**src/design/rfs_pkg.sv**
```systemverilog
// ----------------------------------------------------------------------------
// rfs_pkg
// Shared types, codes and constant tables for the supported-rates element
// test-pattern sequencer.
// ----------------------------------------------------------------------------
`default_nettype none

package rfs_pkg;

    // item field widths
    localparam int ACTION_W = 2;
    localparam int INDEX_W  = 9;
    localparam int BYTE_W   = 8;
    localparam int PHASE_W  = 3;
    localparam int STEP_W   = 5;

    // action codes
    localparam logic [ACTION_W-1:0] ACT_START   = 2'd0;
    localparam logic [ACTION_W-1:0] ACT_ADVANCE = 2'd1;
    localparam logic [ACTION_W-1:0] ACT_STOP    = 2'd2;
    localparam logic [ACTION_W-1:0] ACT_READ    = 2'd3;

    // phase codes
    localparam logic [PHASE_W-1:0] PH_EMPTY = 3'd0;
    localparam logic [PHASE_W-1:0] PH_DUP   = 3'd1;
    localparam logic [PHASE_W-1:0] PH_COUNT = 3'd2;
    localparam logic [PHASE_W-1:0] PH_OVER  = 3'd3;
    localparam logic [PHASE_W-1:0] PH_MAX   = 3'd4;
    localparam logic [PHASE_W-1:0] PH_DONE  = 3'd5;

    // element constants
    localparam logic [BYTE_W-1:0] ELEM_ID    = 8'h01;
    localparam logic [BYTE_W-1:0] FILL_OVER  = 8'h96;
    localparam logic [BYTE_W-1:0] FILL_MAX   = 8'hFF;
    localparam logic [BYTE_W-1:0] NORMAL_LEN = 8'd7;
    localparam logic [BYTE_W-1:0] ROW_LEN    = 8'd8;

    // sequencer state
    typedef struct packed {
        logic                running;
        logic [PHASE_W-1:0]  phase;
        logic [STEP_W-1:0]   step;
    } seq_state_t;

    // steps allowed in each phase
    function automatic logic [STEP_W:0] step_limit(input logic [PHASE_W-1:0] ph);
        logic [STEP_W:0] lim;
        case (ph)
            PH_EMPTY: lim = 6'd2;
            PH_DUP:   lim = 6'd4;
            PH_COUNT: lim = 6'd32;
            PH_OVER:  lim = 6'd32;
            PH_MAX:   lim = 6'd1;
            default:  lim = 6'd0;
        endcase
        return lim;
    endfunction

    // normal seven-rate element
    function automatic logic [BYTE_W-1:0] normal_rate(input logic [2:0] k);
        logic [BYTE_W-1:0] v;
        case (k)
            3'd0:    v = 8'h96;
            3'd1:    v = 8'h18;
            3'd2:    v = 8'h24;
            3'd3:    v = 8'h30;
            3'd4:    v = 8'h48;
            3'd5:    v = 8'h60;
            3'd6:    v = 8'h6c;
            default: v = 8'h00;
        endcase
        return v;
    endfunction

    // duplicate-rate rom, one row per step
    function automatic logic [BYTE_W-1:0] dup_rate(input logic [1:0] row,
                                                   input logic [2:0] col);
        logic [BYTE_W-1:0] v;
        case ({row, col})
            5'd0:  v = 8'h96;  5'd1:  v = 8'h96;  5'd2:  v = 8'h96;  5'd3:  v = 8'h30;
            5'd4:  v = 8'h30;  5'd5:  v = 8'h30;  5'd6:  v = 8'h30;  5'd7:  v = 8'h96;
            5'd8:  v = 8'h16;  5'd9:  v = 8'h16;  5'd10: v = 8'h16;  5'd11: v = 8'hB0;
            5'd12: v = 8'hB0;  5'd13: v = 8'hB0;  5'd14: v = 8'hB0;  5'd15: v = 8'h16;
            5'd16: v = 8'h02;  5'd17: v = 8'h82;  5'd18: v = 8'h02;  5'd19: v = 8'h30;
            5'd20: v = 8'hB0;  5'd21: v = 8'h30;  5'd22: v = 8'hB0;  5'd23: v = 8'h82;
            5'd24: v = 8'h00;  5'd25: v = 8'h00;  5'd26: v = 8'h80;  5'd27: v = 8'h80;
            5'd28: v = 8'hff;  5'd29: v = 8'h7f;  5'd30: v = 8'hff;  5'd31: v = 8'h7f;
            default: v = 8'h00;
        endcase
        return v;
    endfunction

endpackage

`default_nettype wire

```
**src/design/rfs_seq.sv**
```systemverilog
// ----------------------------------------------------------------------------
// rfs_seq
// Running flag, phase and step counter; applies start, advance and stop.
// ----------------------------------------------------------------------------
`default_nettype none

module rfs_seq (
    input  wire logic                         aclk,
    input  wire logic                         aresetn,
    input  wire logic                         item_en,
    input  wire logic [rfs_pkg::ACTION_W-1:0] action,
    output rfs_pkg::seq_state_t               state_next,
    output logic                              all_done
);
    import rfs_pkg::*;

    seq_state_t state_reg;

    // next state for the item in flight
    always_comb begin
        state_next = state_reg;
        all_done   = 1'b0;
        case (action)
            ACT_START: begin
                state_next.running = 1'b1;
                state_next.phase   = PH_EMPTY;
                state_next.step    = '0;
            end
            ACT_ADVANCE: begin
                if (state_reg.running) begin
                    if (state_reg.phase < PH_DONE &&
                        ({1'b0, state_reg.step} + 6'd1) < step_limit(state_reg.phase)) begin
                        state_next.step = state_reg.step + 5'd1;
                    end else begin
                        state_next.step  = '0;
                        state_next.phase = (state_reg.phase < PH_DONE) ?
                                           state_reg.phase + 3'd1 : PH_DONE;
                    end
                    if (state_next.phase >= PH_DONE) begin
                        state_next.running = 1'b0;
                        all_done           = 1'b1;
                    end
                end
            end
            ACT_STOP: begin
                state_next.running = 1'b0;
            end
            default: begin
            end
        endcase
    end

    // state registers
    always_ff @(posedge aclk) begin
        if (!aresetn) begin
            state_reg <= '0;
        end else if (item_en) begin
            state_reg <= state_next;
        end
    end

endmodule

`default_nettype wire

```
**src/design/rfs_elem.sv**
```systemverilog
// ----------------------------------------------------------------------------
// rfs_elem
// Shape of the current element and lookup of one element byte.
// ----------------------------------------------------------------------------
`default_nettype none

module rfs_elem (
    input  wire rfs_pkg::seq_state_t          state,
    input  wire logic [rfs_pkg::ACTION_W-1:0] action,
    input  wire logic [rfs_pkg::INDEX_W-1:0]  byte_index,
    output logic [rfs_pkg::BYTE_W-1:0]        byte_value,
    output logic                              byte_valid,
    output logic                              element_present,
    output logic [rfs_pkg::BYTE_W-1:0]        data_length
);
    import rfs_pkg::*;

    logic                normal_mode;
    logic [INDEX_W-1:0]  over_len;
    logic [INDEX_W-1:0]  k;
    logic [BYTE_W-1:0]   data_byte;

    assign normal_mode = !state.running || (state.phase >= PH_DONE);
    assign over_len    = (state.step < 5'd16) ? (9'd8 + {4'b0, state.step})
                                              : (9'd271 - {4'b0, state.step});
    assign k           = byte_index - 9'd2;

    // element presence and length
    always_comb begin
        element_present = 1'b1;
        data_length     = NORMAL_LEN;
        if (!normal_mode) begin
            case (state.phase)
                PH_EMPTY: begin
                    data_length     = '0;
                    element_present = (state.step == '0);
                end
                PH_DUP, PH_COUNT: data_length = ROW_LEN;
                PH_OVER:          data_length = over_len[BYTE_W-1:0];
                default:          data_length = FILL_MAX;
            endcase
        end
    end

    // data byte at offset k
    always_comb begin
        if (normal_mode) begin
            data_byte = normal_rate(k[2:0]);
        end else begin
            case (state.phase)
                PH_DUP:   data_byte = dup_rate(state.step[1:0], k[2:0]);
                PH_COUNT: data_byte = {state.step, 3'b000} + k[BYTE_W-1:0];
                PH_OVER:  data_byte = FILL_OVER;
                PH_MAX:   data_byte = FILL_MAX;
                default:  data_byte = '0;
            endcase
        end
    end

    // read response
    always_comb begin
        byte_value = '0;
        byte_valid = 1'b0;
        if (action == ACT_READ && element_present) begin
            if (byte_index == 9'd0) begin
                byte_value = ELEM_ID;
                byte_valid = 1'b1;
            end else if (byte_index == 9'd1) begin
                byte_value = data_length;
                byte_valid = 1'b1;
            end else if (k < {1'b0, data_length}) begin
                byte_value = data_byte;
                byte_valid = 1'b1;
            end
        end
    end

endmodule

`default_nettype wire

```
**src/design/rates_element_fuzz_sequencer_top.sv**
```systemverilog
// ----------------------------------------------------------------------------
// rates_element_fuzz_sequencer_top
// Supported-rates element test-pattern sequencer with stream ports.
// ----------------------------------------------------------------------------
// The block takes one item per clock and returns exactly one result item for
// each. An item passes an input register, then the sequencer update and the
// element byte lookup combinationally, then the result register, from which
// the result is shown. Throughput is one item a cycle as long as m_tready stays
// high; when the result register is held, the input register still takes one
// item behind it before s_tready drops.
`default_nettype none

module rates_element_fuzz_sequencer_top (
    input  wire logic        aclk,
    input  wire logic        aresetn,
    input  wire logic        s_tvalid,
    output logic             s_tready,
    input  wire logic [15:0] s_tdata,   // action[1:0], byte_index[10:2], zero
    output logic             m_tvalid,
    input  wire logic        m_tready,
    output logic [31:0]      m_tdata    // byte_value[7:0], byte_valid[8],
                                        // element_present[9], data_length[17:10],
                                        // all_done[18], is_running[19],
                                        // phase_now[22:20], step_now[27:23], zero
);
    import rfs_pkg::*;

    logic                in_valid_reg;
    logic                in_valid_next;
    logic [ACTION_W-1:0] in_action_reg;
    logic [INDEX_W-1:0]  in_index_reg;
    logic                out_valid_reg;
    logic [31:0]         out_data_reg;
    logic                advance;
    logic                s_accept;

    seq_state_t          state_next;
    logic                all_done;
    logic [BYTE_W-1:0]   byte_value;
    logic                byte_valid;
    logic                element_present;
    logic [BYTE_W-1:0]   data_length;

    // pipeline handshake
    assign advance       = in_valid_reg && (!out_valid_reg || m_tready);
    assign s_tready      = !in_valid_reg || advance;
    assign s_accept      = s_tvalid && s_tready;
    assign in_valid_next = s_accept || (in_valid_reg && !advance);

    // input register
    always_ff @(posedge aclk) begin
        if (!aresetn) begin
            in_valid_reg <= 1'b0;
        end else begin
            in_valid_reg <= in_valid_next;
        end
    end

    always_ff @(posedge aclk) begin
        if (s_accept) begin
            in_action_reg <= s_tdata[1:0];
            in_index_reg  <= s_tdata[10:2];
        end
    end

    // sequencer state
    rfs_seq u_seq (
        .aclk       (aclk),
        .aresetn    (aresetn),
        .item_en    (advance),
        .action     (in_action_reg),
        .state_next (state_next),
        .all_done   (all_done)
    );

    // element lookup on the updated state
    rfs_elem u_elem (
        .state           (state_next),
        .action          (in_action_reg),
        .byte_index      (in_index_reg),
        .byte_value      (byte_value),
        .byte_valid      (byte_valid),
        .element_present (element_present),
        .data_length     (data_length)
    );

    // result register
    always_ff @(posedge aclk) begin
        if (!aresetn) begin
            out_valid_reg <= 1'b0;
        end else if (advance) begin
            out_valid_reg <= 1'b1;
        end else if (m_tready) begin
            out_valid_reg <= 1'b0;
        end
    end

    always_ff @(posedge aclk) begin
        if (advance) begin
            out_data_reg <= {4'b0000, state_next.step, state_next.phase,
                             state_next.running, all_done, data_length,
                             element_present, byte_valid, byte_value};
        end
    end

    assign m_tvalid = out_valid_reg;
    assign m_tdata  = out_data_reg;

endmodule

`default_nettype wire

```
**config.mk**
```make
export PLATFORM = sky130hd
export DESIGN_NAME = rates_element_fuzz_sequencer_top
export DESIGN_NICKNAME = d
export VERILOG_FILES = /design/src/design/rfs_pkg.sv /design/src/design/rfs_seq.sv /design/src/design/rfs_elem.sv /design/src/design/rates_element_fuzz_sequencer_top.sv
export SDC_FILE = /design/constraint.sdc
export NUM_CORES = 1
export LEC_CHECK = 0
export BUFFER_PORTS_ARGS = -buffer_cell sky130_fd_sc_hd__buf_2
export CORE_MARGIN = 4
export CORE_UTILIZATION = 34
export DETAILED_ROUTE_END_ITERATION = 10
export SYNTH_ARGS = -nofsm -noshare
export SYNTH_HDL_FRONTEND = slang
export SYNTH_HIERARCHICAL = 1
export SYNTH_SLANG_ARGS = --single-unit
```
**constraint.sdc**
```tcl
create_clock -name aclk -period 5.52 [get_ports aclk]
set_input_delay 0.276 -clock aclk [delete_from_list [all_inputs] [get_ports aclk]]
set_output_delay 0.276 -clock aclk [all_outputs]
set_load 0.01 [all_outputs]
```
# Word-level counts from Yosys, hierarchy flattened
# Memory sizes are Yosys's and may differ from the RTL's.
# Index checks and enable logic that the tools add are counted.
[word_totals]
register_bits = 50
rom_bits = 256
input_bits = 20
out_inout_bits = 34
word_cells = 97
memories = 1
[classes]
n_addsub = 7
order_cmp = 6
n_eq_ne = 18
muxes = 29
bitwise_logic = 1
n_reduce_logical = 24
[mem_list]
columns = ["memory", "words", "word_bits", "read_ports", "rd_ports_with_merged_regs", "write_ports", "line_no", "text"]
rows = [
  ["(no name shown)", 32, 8, 1, 0, 0, "rfs_pkg.sv:79", "case ({row, col})"],
]
[ops]
columns = ["operator", "count"]
rows = [
  ["8-bit case mux with 7 select lines", 1],
  ["8-bit two-way mux", 5],
  ["8-bit case mux with 4 select lines", 1],
  ["6-bit case mux with 4 select lines", 1],
  ["8-bit case mux with 3 select lines", 1],
  ["3-bit by 2-bit equality test with 1-bit output, second input constant", 6],
  ["8-bit case mux with 2 select lines", 1],
  ["3-bit equality test, second input constant", 5],
  ["3-bit two-way mux", 4],
  ["6-bit two-way mux", 2],
  ["1-bit two-way mux", 10],
  ["3-bit by 1-bit equality test with 1-bit output, second input constant", 3],
  ["9-bit by 1-bit equality test with 1-bit output, second input constant", 1],
  ["3-bit logical NOT", 3],
  ["9-bit logical NOT", 1],
  ["9-bit by 8-bit < comparator with 1-bit output", 1],
  ["9-bit two-way mux", 1],
  ["9-bit by 2-bit subtractor with 9-bit output, second input constant", 1],
  ["8-bit adder", 1],
  ["4-bit by 5-bit adder with 6-bit output, first input constant", 1],
  ["5-bit by 1-bit adder with 6-bit output, second input constant", 1],
  ["3-bit greater-or-equal comparator, second input constant", 2],
  ["6-bit < comparator", 1],
  ["2-bit OR reduction", 3],
  ["17 further kinds", 28],
]

# Depth between registers and ports, before layout
[depth]
word_depth = 22
depth_mapped = 22
mapped_depth_nobuf = 21

# Modules after synthesis
# Netlist, hierarchy kept.
[by_module_without_submodules]
columns = ["mod", "n_inst", "cells_per_inst", "area_each_um2", "seq_area_each_um2"]
rows = [
  ["rates_element_fuzz_sequencer_top", 1, 53, 1308.8, 1211.2],
  ["rfs_elem", 1, 182, 1231.2, 0.0],
  ["rfs_seq", 1, 132, 996.0, 180.2],
]

# Worst setup path after synthesis
# Ideal clock, no wire load.
[synth_path]
path_kind = "register -> register"
startpoint = "register u_seq/state_reg[0] (netlist bit)"
endpoint = "register out_data_reg[2] (netlist: m_tdata[2]), data pin"
setup_ps = 153
arrival_ps = 4242
required_ps = 5367
setup_slack_ps = 1125
path_stages_with_launch = 21
path_buffers = 0
period_less_slack_ps = 4395
path_cell_list = "dfxtp_1 ha_1 xor2_1 ha_1 o21ai_0 a41oi_1 or3_4 a21o_1 nand4_1 o21ai_0 nand2_1 nor3b_1 o21a_1 inv_1 ha_1 a21o_1 a21o_1 a21o_1 a2111oi_4 o221ai_2 o21ai_0"
[synth_rtl]
columns = ["item", "line_no", "text"]
rows = [
  ["start: declaration", "rfs_seq.sv:17", "seq_state_t state_reg;"],
  ["start signal: assignment", "rfs_seq.sv:58", "state_reg <= state_next;"],
  ["end signal: assignment", "rates_element_fuzz_sequencer_top.sv:100", "out_data_reg <= {4'b0000, state_next.step, state_next.phase,"],
  ["end: declaration", "rates_element_fuzz_sequencer_top.sv:33", "logic [31:0] out_data_reg;"],
]

==> impl_metrics.yaml <==
status:
  status: "finished, final reports clean"
global_routing:
  antenna_found_initial: 0
  grt_pass1_vias: 2653
  gr-total-overflow: 0
  grt_max_degree: 40
  grt_pass1_wl_um: 13600
  track_usage: 0.141
route:
  wl_per_cell_um: 15.5
  drt_pre_antenna_iters: 5
  drc_errors: 0
  drt-total-wl_um: 8350
  viasPerCell: 5.42
  wl_met2_um: 3410
  highest_layer: "met4"
  vias: 2924
  drt-met1-wl_um: 4130
  drt_iter0_markers: 211
  wl_met3_um: 750
  ant_nets: 0
cells_and_area:
  area_growth_pct: 12.5
  num_antenna_cells: 0
  largest_register_ffs: 28
  final_cells: 539
  drive_above_1_share: 0.200
  fin_util: 0.400
  fillers: 973
  nets: 444
die:
  start_util: 0.355
  die_w_um: 110
  die_area_um2: 12100
  core_um2: 9950
  io_pins: 54
  die_h_um: 110
  placementRows: 36
synthesis:
  ys_types: 68
  ys_seq_area_frac: 0.393
  yosysWarnings: 6
  synth_area_um2: 3540
  syn_area_per_cell_um2: 9.63
  ys_ff_latch: 50
  syn-instance-count: 367
  yosys_most_used_dff: "edfxtp_1"
  synth-async-reset-ratio: 0
  synth-edff-count: 39
sta:
  period_share: 0.912
  rsz0062_at_grt: "no"
  final-hold-violation-count: 0
  max_freq_mhz: 199
  relSlewSlack: 0.334
  setup_violations: 0
  period_minus_slack_ps: 5040
  drv_slew: 0
  worstMarginPinSlew_ps: 1000
  tns_ps: 0
  clock_skew_ps: 6.51
power:
  power_density_nw_per_um2: 214
  pwr-share-clk: 0.361
  intPower_w: 0.000645
  p_comb_frac: 0.131
  swShare: 0.241
  switching_power_w: 0.000205
  p_leak_nw: 1.55
  peakVddDrop_mv: 0.116
  power_frac_seq: 0.509
clock_tree:
  clk_latency_ps: 300
  numCtsBuffers: 5
  post_cts_resized: 0
  htree_levels: 2
  postCtsSetupRepairBufs: 0
  root_buffer: "clkbuf_8"
  cts.sinks: 50
  cts_tree: "yes"
  cts_hold_buf: 0
  cts.path.max_buffers: 2
  clkTransAtPathRegs_ps: 90
critical_path:
  worst_ep_arrival_time_ps: 5180
  end_kind: "flop"
  path_max_fanout: 14
  worst-endpoint-required_ps: 5660
  critPathKind: "flop to flop"
  worstSetupStartpointType: "flop"
placed_design:
  hpwl_um: 6250
  io_buffer_count: 44
  dp.cells: 531
  place.gp.congestion: 0.962
min_path:
  hold_class: "input pin to flop"
run:
  maxCapViolCount: 0
## power by group through the flow
stage                     Sequential [W]  Combinational, W  Clock (W)
after floorplan                 0.000441         0.0000778          0
after global placement          0.000441          0.000108          0
after detailed placement        0.000441          0.000110          0
after CTS                       0.000432          0.000110   0.000315
after global routing            0.000434          0.000123   0.000331
final                           0.000432          0.000111   0.000307
## cell usage after synthesis, drive strengths merged (5+ instances only)
cell     n  area [um^2]
clkbuf   9         33.8
a21oi   22          114
nand3    9         45.0
nand2b   8         50.1
nand4    5         31.3
buf     15          128
a21o    10         75.1
nor2b    8         57.6
and3     8         52.6
o22ai    6         37.5
xor2     5         43.8
edfxtp  39         1170
dfxtp   11          220
nor3    12         71.3
xnor2   13          114
nor2    24         90.1
nand2   21         78.8
inv     25         93.8
ha      18          225
a31oi    8         50.1
o21ai   21          105
## cells by family after synthesis
kind of cell    synth area share
compound gates             0.234
simple gates               0.179
flops                      0.393
buf+inv                   0.0722
fa+ha+maj                 0.0694
xor+xnor                  0.0446
mux                      0.00602
other cells              0.00106
## cells in the final DEF (no fill, tap or decap), types with 8 or more instances in the layout
cell type and count:
nor3_1 11, inv_1 24, buf_4 8, xnor2_1 13
nand2b_1 8, nand3_1 9, edfxtp_1 39, buf_2 44
dfxtp_1 11, a31oi_1 8, ha_1 18, nand2_1 21
o21ai_0 17, nor2_1 24, a21o_1 10, a21oi_1 21
## metrics by stage
step / setup WS (ps) / hold WS [ps] / power [W] / cell area, um^2
final: 485 / 144 / 0.000850 / 3980
after global routing: 124 / 130 / 0.000889 / 3980
after CTS: 523 / 134 / 0.000858 / 3980
after detailed placement: 573 / 454 / 0.000551 / 3840
after global placement: 647 / 455 / 0.000549 / 3840
after floorplan: 1120 / 375 / 0.000519 / 3550
## layer usage
layer,GRT usage,up-vias
met5,0,-
met4,0.0303,0
met3,0.0309,6
met2,0.205,140
met1,0.213,1337
li1,-,1441
## final timing paths
check,slack [ps],depth (start not counted),startpoint,endpoint
setup / recovery,480,20,u_seq/state_reg[0]$_SDFFE_PN0P_,m_tdata[2]$_DFFE_PP_
hold / removal,140,1,s_tdata[0],in_action_reg[0]$_DFFE_PP_
setup reg to reg,480,20,u_seq/state_reg[0]$_SDFFE_PN0P_,m_tdata[2]$_DFFE_PP_
hold reg to reg,540,2,m_tvalid$_SDFFE_PN0P_,in_valid_reg$_SDFF_PN0_
## layout make-up
cell class | instances | area [um^2] | share of cell area
Tap cell | 133 | 166 | 0.0418
Inverter | 25 | 93.8 | 0.0236
Timing Repair Buffer | 52 | 280 | 0.0705
Clock inverter | 3 | 68.8 | 0.0173
Multi-Input combinational cell | 271 | 1910 | 0.480
Clock buffer | 5 | 68.8 | 0.0173
Sequential cell | 50 | 1390 | 0.350
## worst max-delay path, stage by stage (launching register included)
cell and delay (ps):
dfxtp_1 500, ha_1 290, xor2_1 190, ha_1 250
o21ai_0 70, a41oi_1 90, or3_4 450, a21o_1 250
nand4_1 110, o21ai_0 160, buf_4 240, nor2_1 290
o21a_1 300, inv_1 70, ha_1 320, a21o_1 190
a21o_1 170, a21o_1 220, a2111oi_4 430, o221ai_2 170
o21ai_0 110
No activity file was read; power rests on OpenSTA's default activity.
